===== src/hw/rtl/atl_pkg.sv =====
`default_nettype none
package atl_pkg;

  localparam int ADC_BITS_DEF        = 10;
  localparam int ANGLE_FRAC_BITS_DEF = 8;
  localparam int NUM_AXES            = 3;
  localparam int ACC_W               = 16;
  localparam int CAL_W               = 15;
  localparam int CFG_IDX_W           = 3;
  localparam int RAW_AT_MIN          = 662;
  localparam int RAW_AT_MAX          = 355;
  localparam int ROOT_W              = 32;
  localparam int ROOT_STEPS          = 32;
  localparam int NORM_STEPS          = 5;
  localparam int CORDIC_STEPS        = 30;
  localparam int ANG_W               = 33;

  // angle lanes
  localparam int LANE_PITCH = 0;
  localparam int LANE_ROLL  = 1;
  localparam int LANE_THETA = 2;

  typedef logic signed [ACC_W-1:0] acc_t;
  typedef logic signed [CAL_W-1:0] cal_t;
  typedef logic [ROOT_W-1:0]       root_t;

  typedef enum logic [CFG_IDX_W-1:0] {
    CFG_MIN_X = 3'd0,
    CFG_MAX_X = 3'd1,
    CFG_MIN_Y = 3'd2,
    CFG_MAX_Y = 3'd3,
    CFG_MIN_Z = 3'd4,
    CFG_MAX_Z = 3'd5
  } cfg_idx_t;

  // atan(2^-i) in Q30
  function automatic logic signed [ANG_W-1:0] atan_q30(input int unsigned i);
    logic signed [ANG_W-1:0] v;
    case (i)
      0:       v = 33'sd843314857;
      1:       v = 33'sd497837829;
      2:       v = 33'sd263043837;
      3:       v = 33'sd133525159;
      4:       v = 33'sd67021687;
      5:       v = 33'sd33543516;
      6:       v = 33'sd16775851;
      7:       v = 33'sd8388437;
      8:       v = 33'sd4194283;
      9:       v = 33'sd2097149;
      default: v = ANG_W'(64'd1 << (30 - i));
    endcase
    return v;
  endfunction

endpackage
`default_nettype wire


===== src/hw/rtl/atl_calib.sv =====
`default_nettype none
module atl_calib #(
  parameter int ADC_BITS = atl_pkg::ADC_BITS_DEF
) (
  input  wire logic               clk,
  input  wire logic               rst_n,
  input  wire logic               en,
  input  wire logic               in_valid,
  input  wire logic [ADC_BITS-1:0] raw [atl_pkg::NUM_AXES],
  input  wire atl_pkg::cal_t      cal_lo [atl_pkg::NUM_AXES],
  input  wire atl_pkg::cal_t      cal_hi [atl_pkg::NUM_AXES],
  output logic                    out_valid,
  output atl_pkg::acc_t           acc [atl_pkg::NUM_AXES]
);
  import atl_pkg::*;

  localparam int RW  = ((ADC_BITS > 10) ? ADC_BITS : 10) + 1;
  localparam int DW  = RW + CAL_W + 1;
  localparam int DIV = RAW_AT_MIN - RAW_AT_MAX;
  localparam logic [63:0]   RECIP_FULL = (64'd1 << DW) / 64'(DIV);
  localparam logic [DW-1:0] RECIP      = RECIP_FULL[DW-1:0];
  localparam logic signed [DW+1:0] SAT_HI = (DW+2)'(32767);
  localparam logic signed [DW+1:0] SAT_LO = (DW+2)'(-32768);

  logic v1_r, v2_r, v3_r;

  always_ff @(posedge clk) begin
    if (!rst_n) begin
      v1_r <= 1'b0;
      v2_r <= 1'b0;
      v3_r <= 1'b0;
    end else if (en) begin
      v1_r <= in_valid;
      v2_r <= v1_r;
      v3_r <= v2_r;
    end
  end

  assign out_valid = v3_r;

  for (genvar ax = 0; ax < NUM_AXES; ax++) begin : g_axis
    logic signed [RW-1:0]   rd;
    logic signed [CAL_W:0]  span;
    logic [DW-1:0]          ad;
    logic [2*DW-1:0]        qprod;
    logic [DW-1:0]          rem;
    logic [DW-1:0]          q;
    logic signed [DW+1:0]   g;
    acc_t                   sat;

    logic signed [DW-1:0]   d_r;
    cal_t                   lo1_r, lo2_r;
    logic [DW-1:0]          ad_r, q0_r;
    logic                   neg_r;
    acc_t                   acc_r;

    always_comb begin
      rd    = $signed(RW'(raw[ax])) - $signed(RW'(RAW_AT_MIN));
      span  = $signed({cal_hi[ax][CAL_W-1], cal_hi[ax]}) -
              $signed({cal_lo[ax][CAL_W-1], cal_lo[ax]});
      ad    = d_r[DW-1] ? DW'(-d_r) : DW'(d_r);
      qprod = (2*DW)'(ad) * (2*DW)'(RECIP);
      // reciprocal estimate is low by at most one
      rem   = ad_r - DW'(q0_r * DW'(DIV));
      q     = q0_r + DW'(rem >= DW'(DIV));
      // divisor is negative: quotient sign flips
      g     = neg_r ? $signed({2'b00, q}) : -$signed({2'b00, q});
      g     = g + (DW+2)'(lo2_r);
      if (g > SAT_HI)      sat = acc_t'(SAT_HI);
      else if (g < SAT_LO) sat = acc_t'(SAT_LO);
      else                 sat = acc_t'(g);
    end

    always_ff @(posedge clk) begin
      if (en) begin
        d_r   <= DW'(rd) * DW'(span);
        lo1_r <= cal_lo[ax];
        ad_r  <= ad;
        q0_r  <= qprod[2*DW-1:DW];
        neg_r <= d_r[DW-1];
        lo2_r <= lo1_r;
        acc_r <= sat;
      end
    end

    assign acc[ax] = acc_r;
  end

endmodule
`default_nettype wire


===== config.mk =====
export PLATFORM = sky130hd
export DESIGN_NAME = atl_calib
export DESIGN_NICKNAME = d
export VERILOG_FILES = /design/src/hw/rtl/atl_pkg.sv /design/src/hw/rtl/atl_calib.sv
export SDC_FILE = /design/constraint.sdc
export NUM_CORES = 2
export LEC_CHECK = 0
export ABC_CLOCK_PERIOD_IN_PS = 11300
export BUFFER_PORTS_ARGS = -buffer_cell sky130_fd_sc_hd__buf_2
export CAP_MARGIN = 10
export CORE_MARGIN = 3
export CORE_UTILIZATION = 60
export DETAILED_ROUTE_END_ITERATION = 10
export PLACE_DENSITY = 0.78
export SETUP_SLACK_MARGIN = 0.3
export SLEW_MARGIN = 20
export SYNTH_ARGS = -nofsm -noshare
export SYNTH_HDL_FRONTEND = slang
export SYNTH_SLANG_ARGS = --single-unit

===== constraint.sdc =====
create_clock -name clk -period 11.3 [get_ports clk]
set_input_delay 1.695 -clock clk [delete_from_list [all_inputs] [get_ports clk]]
set_output_delay 1.695 -clock clk [all_outputs]
set_load 0.01 [all_outputs]

# Word level (Yosys, flattened, before mapping)
# Cells that the tools add are included.
[totals]
regBits = 363
inputBits = 124
wordCells = 72
[classes]
addsub = 21
multipliers = 9
magnitude_cmp = 9
mux = 9
[ops]
columns = ["operator", "n"]
rows = [
  ["$mul A27 B19 Y46 const B", 3],
  ["$add A29 B15 Y29", 3],
  ["$gt A29 B16 Y1 const B", 3],
  ["$lt A29 B16 Y1 const B", 3],
  ["$mux W29", 3],
  ["$neg A20 Y29", 3],
  ["$ge A27 B9 Y1 const B", 3],
  ["$mul A11 B16 Y27", 3],
  ["$mul A19 B9 Y27 const B", 3],
  ["$mux W27", 3],
  ["$neg A27 Y27", 3],
  ["$sub A27 B27 Y27", 3],
  ["$add A19 B1 Y20", 3],
  ["$mux W16", 3],
  ["$sub A15 B15 Y16", 3],
  ["$sub A10 B10 Y11 const B", 3],
]

# Logic depth before layout (Yosys ltp)
[depth]
ltp_word = 9
ltp_mapped = 47

# Least setup slack after synthesis
# Ideal clock, no wire load.
[synth_path]
kind = "reg-to-reg"
from = "reg g_axis[0].q0_r[18]"
to = "reg g_axis[0].acc_r[5], data pin"
arrival_time_ns = 9.956
required_time_ns = 11.029
setup_slack_ns = 1.072
path_stages_with_launch = 45
path_buffers = 3
synth_period_minus_slack_ns = 10.228
cell_sequence = "edfxtp_1 ha_1 inv_1 fa_1 fa_1 fa_1 inv_1 fa_1 inv_1 ha_1 inv_1 nor4_1 a311oi_1 o221ai_1 or4_1 a211o_1 a2111oi_0 nand4_1 [... 9 more ...] nand3_1 nor2_1 a41oi_1 xnor2_1 ha_1 clkbuf_1 a21o_1 a21o_1 a21o_1 a211o_1 o211ai_1 o21ai_1 o2111ai_1 o211ai_1 xor2_1 o41ai_2 clkbuf_2 o21ai_0"
[synth_between]
elab_chain_cells = 9
elab_cells_between_ends = 10
cone_classes = "add/sub: 4; mul: 1; order compare: 3; mux: 2"
[synth_rtl]
columns = ["item", "line_no", "source"]
rows = [
  ["start: declaration", "atl_calib.sv:53", "logic [DW-1:0] ad_r, q0_r;"],
  ["start signal: assignment", "atl_calib.sv:79", "q0_r <= qprod[2*DW-1:DW];"],
  ["$mul A19 B9 Y27", "atl_calib.sv:64", "rem = ad_r - DW'(q0_r * DW'(DIV));"],
  ["$sub A27 B27 Y27", "atl_calib.sv:64", ""],
  ["$ge A27 B9 Y1", "atl_calib.sv:65", "q = q0_r + DW'(rem >= DW'(DIV));"],
  ["$add A19 B1 Y20 (*)", "atl_calib.sv:65", ""],
  ["$neg A20 Y29", "atl_calib.sv:67", "g = neg_r ? $signed({2'b00, q}) : -$signed({2'b00, q});"],
  ["$mux W29 (*)", "atl_calib.sv:67", ""],
  ["$add A29 B15 Y29 (*)", "atl_calib.sv:68", "g = g + (DW+2)'(lo2_r);"],
  ["$lt A29 B16 Y1", "atl_calib.sv:70", "else if (g < SAT_LO) sat = acc_t'(SAT_LO);"],
  ["$mux W16", "atl_calib.sv:70", ""],
  ["end signal: assignment", "atl_calib.sv:82", "acc_r <= sat;"],
  ["end: declaration", "atl_calib.sv:55", "acc_t acc_r;"],
]
# Every way passes the cells marked *; elsewhere a longest branch is shown, timed or not.
# A chain may end at the register's enable or synchronous reset.

# Worst setup path in the final report
[layout_path]
from = "reg g_axis[0].q0_r[17]"
to = "reg g_axis[0].acc_r[4], data pin"
# Same word-level chain as after synthesis.

==> metrics.txt <==
# TYPE chip_impl_metric gauge
chip_impl_info{name="mostFrequentLayoutCell",value="inv_1"} 1
chip_impl_metric{name="final_design_area_no_fill",unit="um^2"} 88010
chip_impl_metric{name="report.final.hold_viol_count",unit=""} 0
chip_impl_info{name="yosys-top-cells-area",value="fa_1 34%, ha_1 19%, edfxtp_1 13%"} 1
chip_impl_metric{name="layout.nets",unit=""} 11440
chip_impl_metric{name="setup_viol_count_final",unit=""} 0
chip_impl_metric{name="core_region_area",unit="um^2"} 134300
chip_impl_info{name="critPathMostFrequentCell",value="nand4_1"} 1
chip_impl_info{name="critical_path.endpoint_type",value="flip-flop"} 1
chip_impl_metric{name="synth_edf_count",unit=""} 360
chip_impl_info{name="criticalPathCategory",value="reg -> reg"} 1
chip_impl_metric{name="fin_setup_tns",unit="ns"} 0
chip_impl_metric{name="fin_crit_sh",unit="%"} 94.10
chip_impl_metric{name="achievable_freq",unit="GHz"} 0.09405
chip_impl_metric{name="antenna_violations_before_repair",unit=""} 3
chip_impl_metric{name="grt_start_max_net_pins",unit=""} 157
chip_impl_metric{name="synthAdderAreaFrac",unit="%"} 53.16
chip_impl_metric{name="timing.final.max_slew_violations",unit=""} 0
chip_impl_metric{name="ys_async_sr_fraction",unit="%"} 0
chip_impl_metric{name="placed_area",unit="um^2"} 85270
chip_impl_metric{name="least_margin_pin_slew",unit="ns"} 1.139
chip_impl_metric{name="critical_path.max_stage_delay",unit="ns"} 0.57
chip_impl_metric{name="wire_length_of_the_first_global_routing_pass",unit="mm"} 322.3
chip_impl_info{name="rsz_0062_raised_after_global_routing",value="false"} 1
chip_impl_info{name="critical_path.slowest_cell",value="fa_1"} 1
chip_impl_metric{name="routed-via-count",unit=""} 58740
chip_impl_metric{name="drtIter0Drc",unit=""} 3655
chip_impl_metric{name="synthCells",unit=""} 8386
chip_impl_metric{name="clock_tree.htree_level_count",unit=""} 2
chip_impl_metric{name="synth_top_area_share",unit="%"} 34.30
chip_impl_metric{name="layout-drive-gt1-share",unit="%"} 6.908
chip_impl_metric{name="numClockSinks",unit=""} 363
chip_impl_metric{name="synth-seq-cells",unit=""} 363
chip_impl_info{name="layout.cells.most_common_list",value="2,217 x inv_1, 1,398 x fa_1, 1,204 x ha_1"} 1
chip_impl_metric{name="ios",unit=""} 173
chip_impl_metric{name="hold_buffers",unit=""} 0
chip_impl_info{name="hold_class",value="reg -> reg"} 1
chip_impl_metric{name="dp.final_hpwl",unit="mm"} 165.5
chip_impl_metric{name="syn_to_final_growth",unit="%"} 7.776
chip_impl_metric{name="gpl.final_weighted_congestion",unit=""} 0.9515
chip_impl_metric{name="routed_wire_length_per_instance",unit="um"} 18.65
chip_impl_metric{name="yosysWarnings",unit=""} 0
chip_impl_metric{name="cts-root-to-sink-buffers",unit=""} 3
chip_impl_metric{name="port-buffer-count",unit=""} 172
chip_impl_metric{name="fill_cells",unit=""} 10330
chip_impl_metric{name="route.antenna.remaining_nets",unit=""} 0
chip_impl_metric{name="synth_simple_gate_area_share",unit="%"} 8.461
chip_impl_info{name="post-synth-top-area-cell",value="fa_1"} 1
chip_impl_metric{name="timing.final.crit_period",unit="ns"} 10.63
chip_impl_metric{name="clock_slew_seen_by_the_registers_of_the_worst_setup_and_hold_paths",unit="ns"} 0.06
chip_impl_metric{name="syn-num-nets",unit=""} 11140
chip_impl_info{name="start_kind",value="flip-flop"} 1
chip_impl_metric{name="fp.dieW",unit="um"} 374.9
chip_impl_metric{name="floorplan.rows",unit=""} 134
chip_impl_metric{name="detailed_route_drc_error_count",unit=""} 0
chip_impl_metric{name="yosys-mux-area-fraction",unit="%"} 0.3463
chip_impl_info{name="combinational_family_with_the_most_area_after_synthesis",value="adder cells"} 1
chip_impl_metric{name="synthXorXnorAreaFrac",unit="%"} 5.599
chip_impl_metric{name="cts_buffer_count",unit=""} 46
chip_impl_info{name="clock_tree.root_cell",value="clkbuf_16"} 1
chip_impl_metric{name="slew_headroom",unit="%"} 23.56
chip_impl_metric{name="synth.yosys.seq_area_share",unit="%"} 13.31
chip_impl_metric{name="syn_avg_cell_area",unit="um^2"} 9.738
chip_impl_metric{name="die_h",unit="um"} 374.9
chip_impl_metric{name="floorplan.die_area",unit="um^2"} 140600
chip_impl_metric{name="drt-total-wl",unit="mm"} 195.8
chip_impl_metric{name="instances_no_fill",unit=""} 10500
chip_impl_metric{name="hold_ws",unit="ns"} 0.4068
chip_impl_metric{name="placed_cells_incl_taps",unit=""} 10340
chip_impl_metric{name="drt_pre_antenna_iters",unit=""} 7
chip_impl_metric{name="synthDistinctLibCells",unit=""} 87
chip_impl_metric{name="critPathRequiredTime",unit="ns"} 11.69
chip_impl_metric{name="globalRouteTotalUtil",unit="%"} 28.51
chip_impl_info{name="synth-main-ff-cell",value="edfxtp_1"} 1
chip_impl_metric{name="clock_skew",unit="ns"} 0.03374
chip_impl_metric{name="per_cell_via_count_in_the_routed_design",unit=""} 5.594
chip_impl_metric{name="grt_pass1_vias",unit=""} 63170
chip_impl_metric{name="cp.arrival",unit="ns"} 11.02
chip_impl_metric{name="starting_density_of_the_core",unit="%"} 60.81
chip_impl_metric{name="clk-insertion-delay-late",unit="ns"} 0.65
chip_impl_metric{name="grt-ovfl-total",unit=""} 0
chip_impl_info{name="cts_tree",value="built"} 1
chip_impl_metric{name="crit_fanout",unit=""} 8
chip_impl_info{name="outcome",value="complete, no violations"} 1
chip_impl_metric{name="drv.max_cap_violation_count",unit=""} 0
chip_impl_metric{name="synth-compound-area-share",unit="%"} 8.403
chip_impl_metric{name="synth.cell_area",unit="um^2"} 81660
routing by layer:
layer	track usage, %	vias to the layer above	wire [um]
li1	-	27200	-
met1	37.45	29340	80630
met2	49.15	1739	96720
met3	3.891	453	11660
met4	8.850	2	6773
met5	0	-	11
synth_stat cells, types with 83 or more instances:
master	number
a21oi_1	279
nor2_1	491
edfxtp_1	360
o21ai_0	196
xor2_1	165
nand3_1	85
inv_1	2219
fa_1	1399
ha_1	1229
clkbuf_1	92
xnor2_1	357
nor3_1	83
nand2_1	404
a21o_1	107
metrics by stage:
step / setup slack [ns] / util, %
global placement: 0.1343 / 63.49
floorplan: 1.072 / -
CTS: 0.2939 / 64.79
finish: 0.6670 / 65.53
global route: 0.09844 / 65.53
detailed placement: -0.1659 / 63.49
state kept, by name (all words and copies together), names as in the netlist:
register	flops
g_axis.acc_r	48
g_axis.ad_r	81
g_axis.d_r	81
g_axis.lo1_r	45
g_axis.lo2_r	45
g_axis.neg_r	3
g_axis.q0_r	57
out_valid	1
v1_r	1
v2_r	1
area by class of cell:
| cell class | instances | area [um^2] | area share (%) |
|---|---|---|---|
| Clock inverter | 34 | 377.9 | 0.4293 |
| Sequential cell | 363 | 10870 | 12.35 |
| Multi-Input combinational cell | 5697 | 62690 | 71.23 |
| Inverter | 2219 | 8329 | 9.464 |
| Clock buffer | 51 | 1170 | 1.329 |
| Timing Repair Buffer | 365 | 2352 | 2.673 |
| Antenna cell | 3 | 7.507 | 0.008530 |
| Tap cell | 1768 | 2212 | 2.513 |
final timing paths:
path | start | to | slack, ns | depth (start not counted)
worst max-delay path | g_axis[0].q0_r[17] | g_axis[0].acc_r[4] | 0.67 | 38
worst max register to register | g_axis[0].q0_r[17] | g_axis[0].acc_r[4] | 0.67 | 38
worst min register to register | g_axis[0].lo1_r[0] | g_axis[0].lo2_r[0] | 0.41 | 0
worst min-delay path | g_axis[0].lo1_r[0] | g_axis[0].lo2_r[0] | 0.41 | 0
critical path, delay by kind of cell, from the launching register on:
| family | cells | cell delay, ns |
|---|---|---|
| flip-flops | 1 | 0.46 |
| AO/OA/AOI/OAI | 14 | 3.40 |
| XOR/XNOR | 3 | 0.49 |
| adder cells (fa/ha/maj) | 9 | 3.50 |
| buffers and inverters | 3 | 0.46 |
| AND/OR/NAND/NOR | 9 | 2.06 |
repair_timing:
item	CTS	global route
gates cloned	0	2
pin swaps	7	49
gates resized for setup	6	116
setup buffers	22	52
endpoints found under the setup margin	45	47
logic make-up (layout without fill, tap and decap cells):
logic type,after synthesis,after routing
fa+ha+maj,2631,2631
buf+inv,2326,2669
simple gates,1470,1470
compound gates,1047,1047
xor+xnor,522,522
flops,363,363
mux,27,27
other cells,0,3
Power is left out: the tool's default activity adds up to more than one toggle a clock period on the data nets, which glitch-free logic cannot reach.
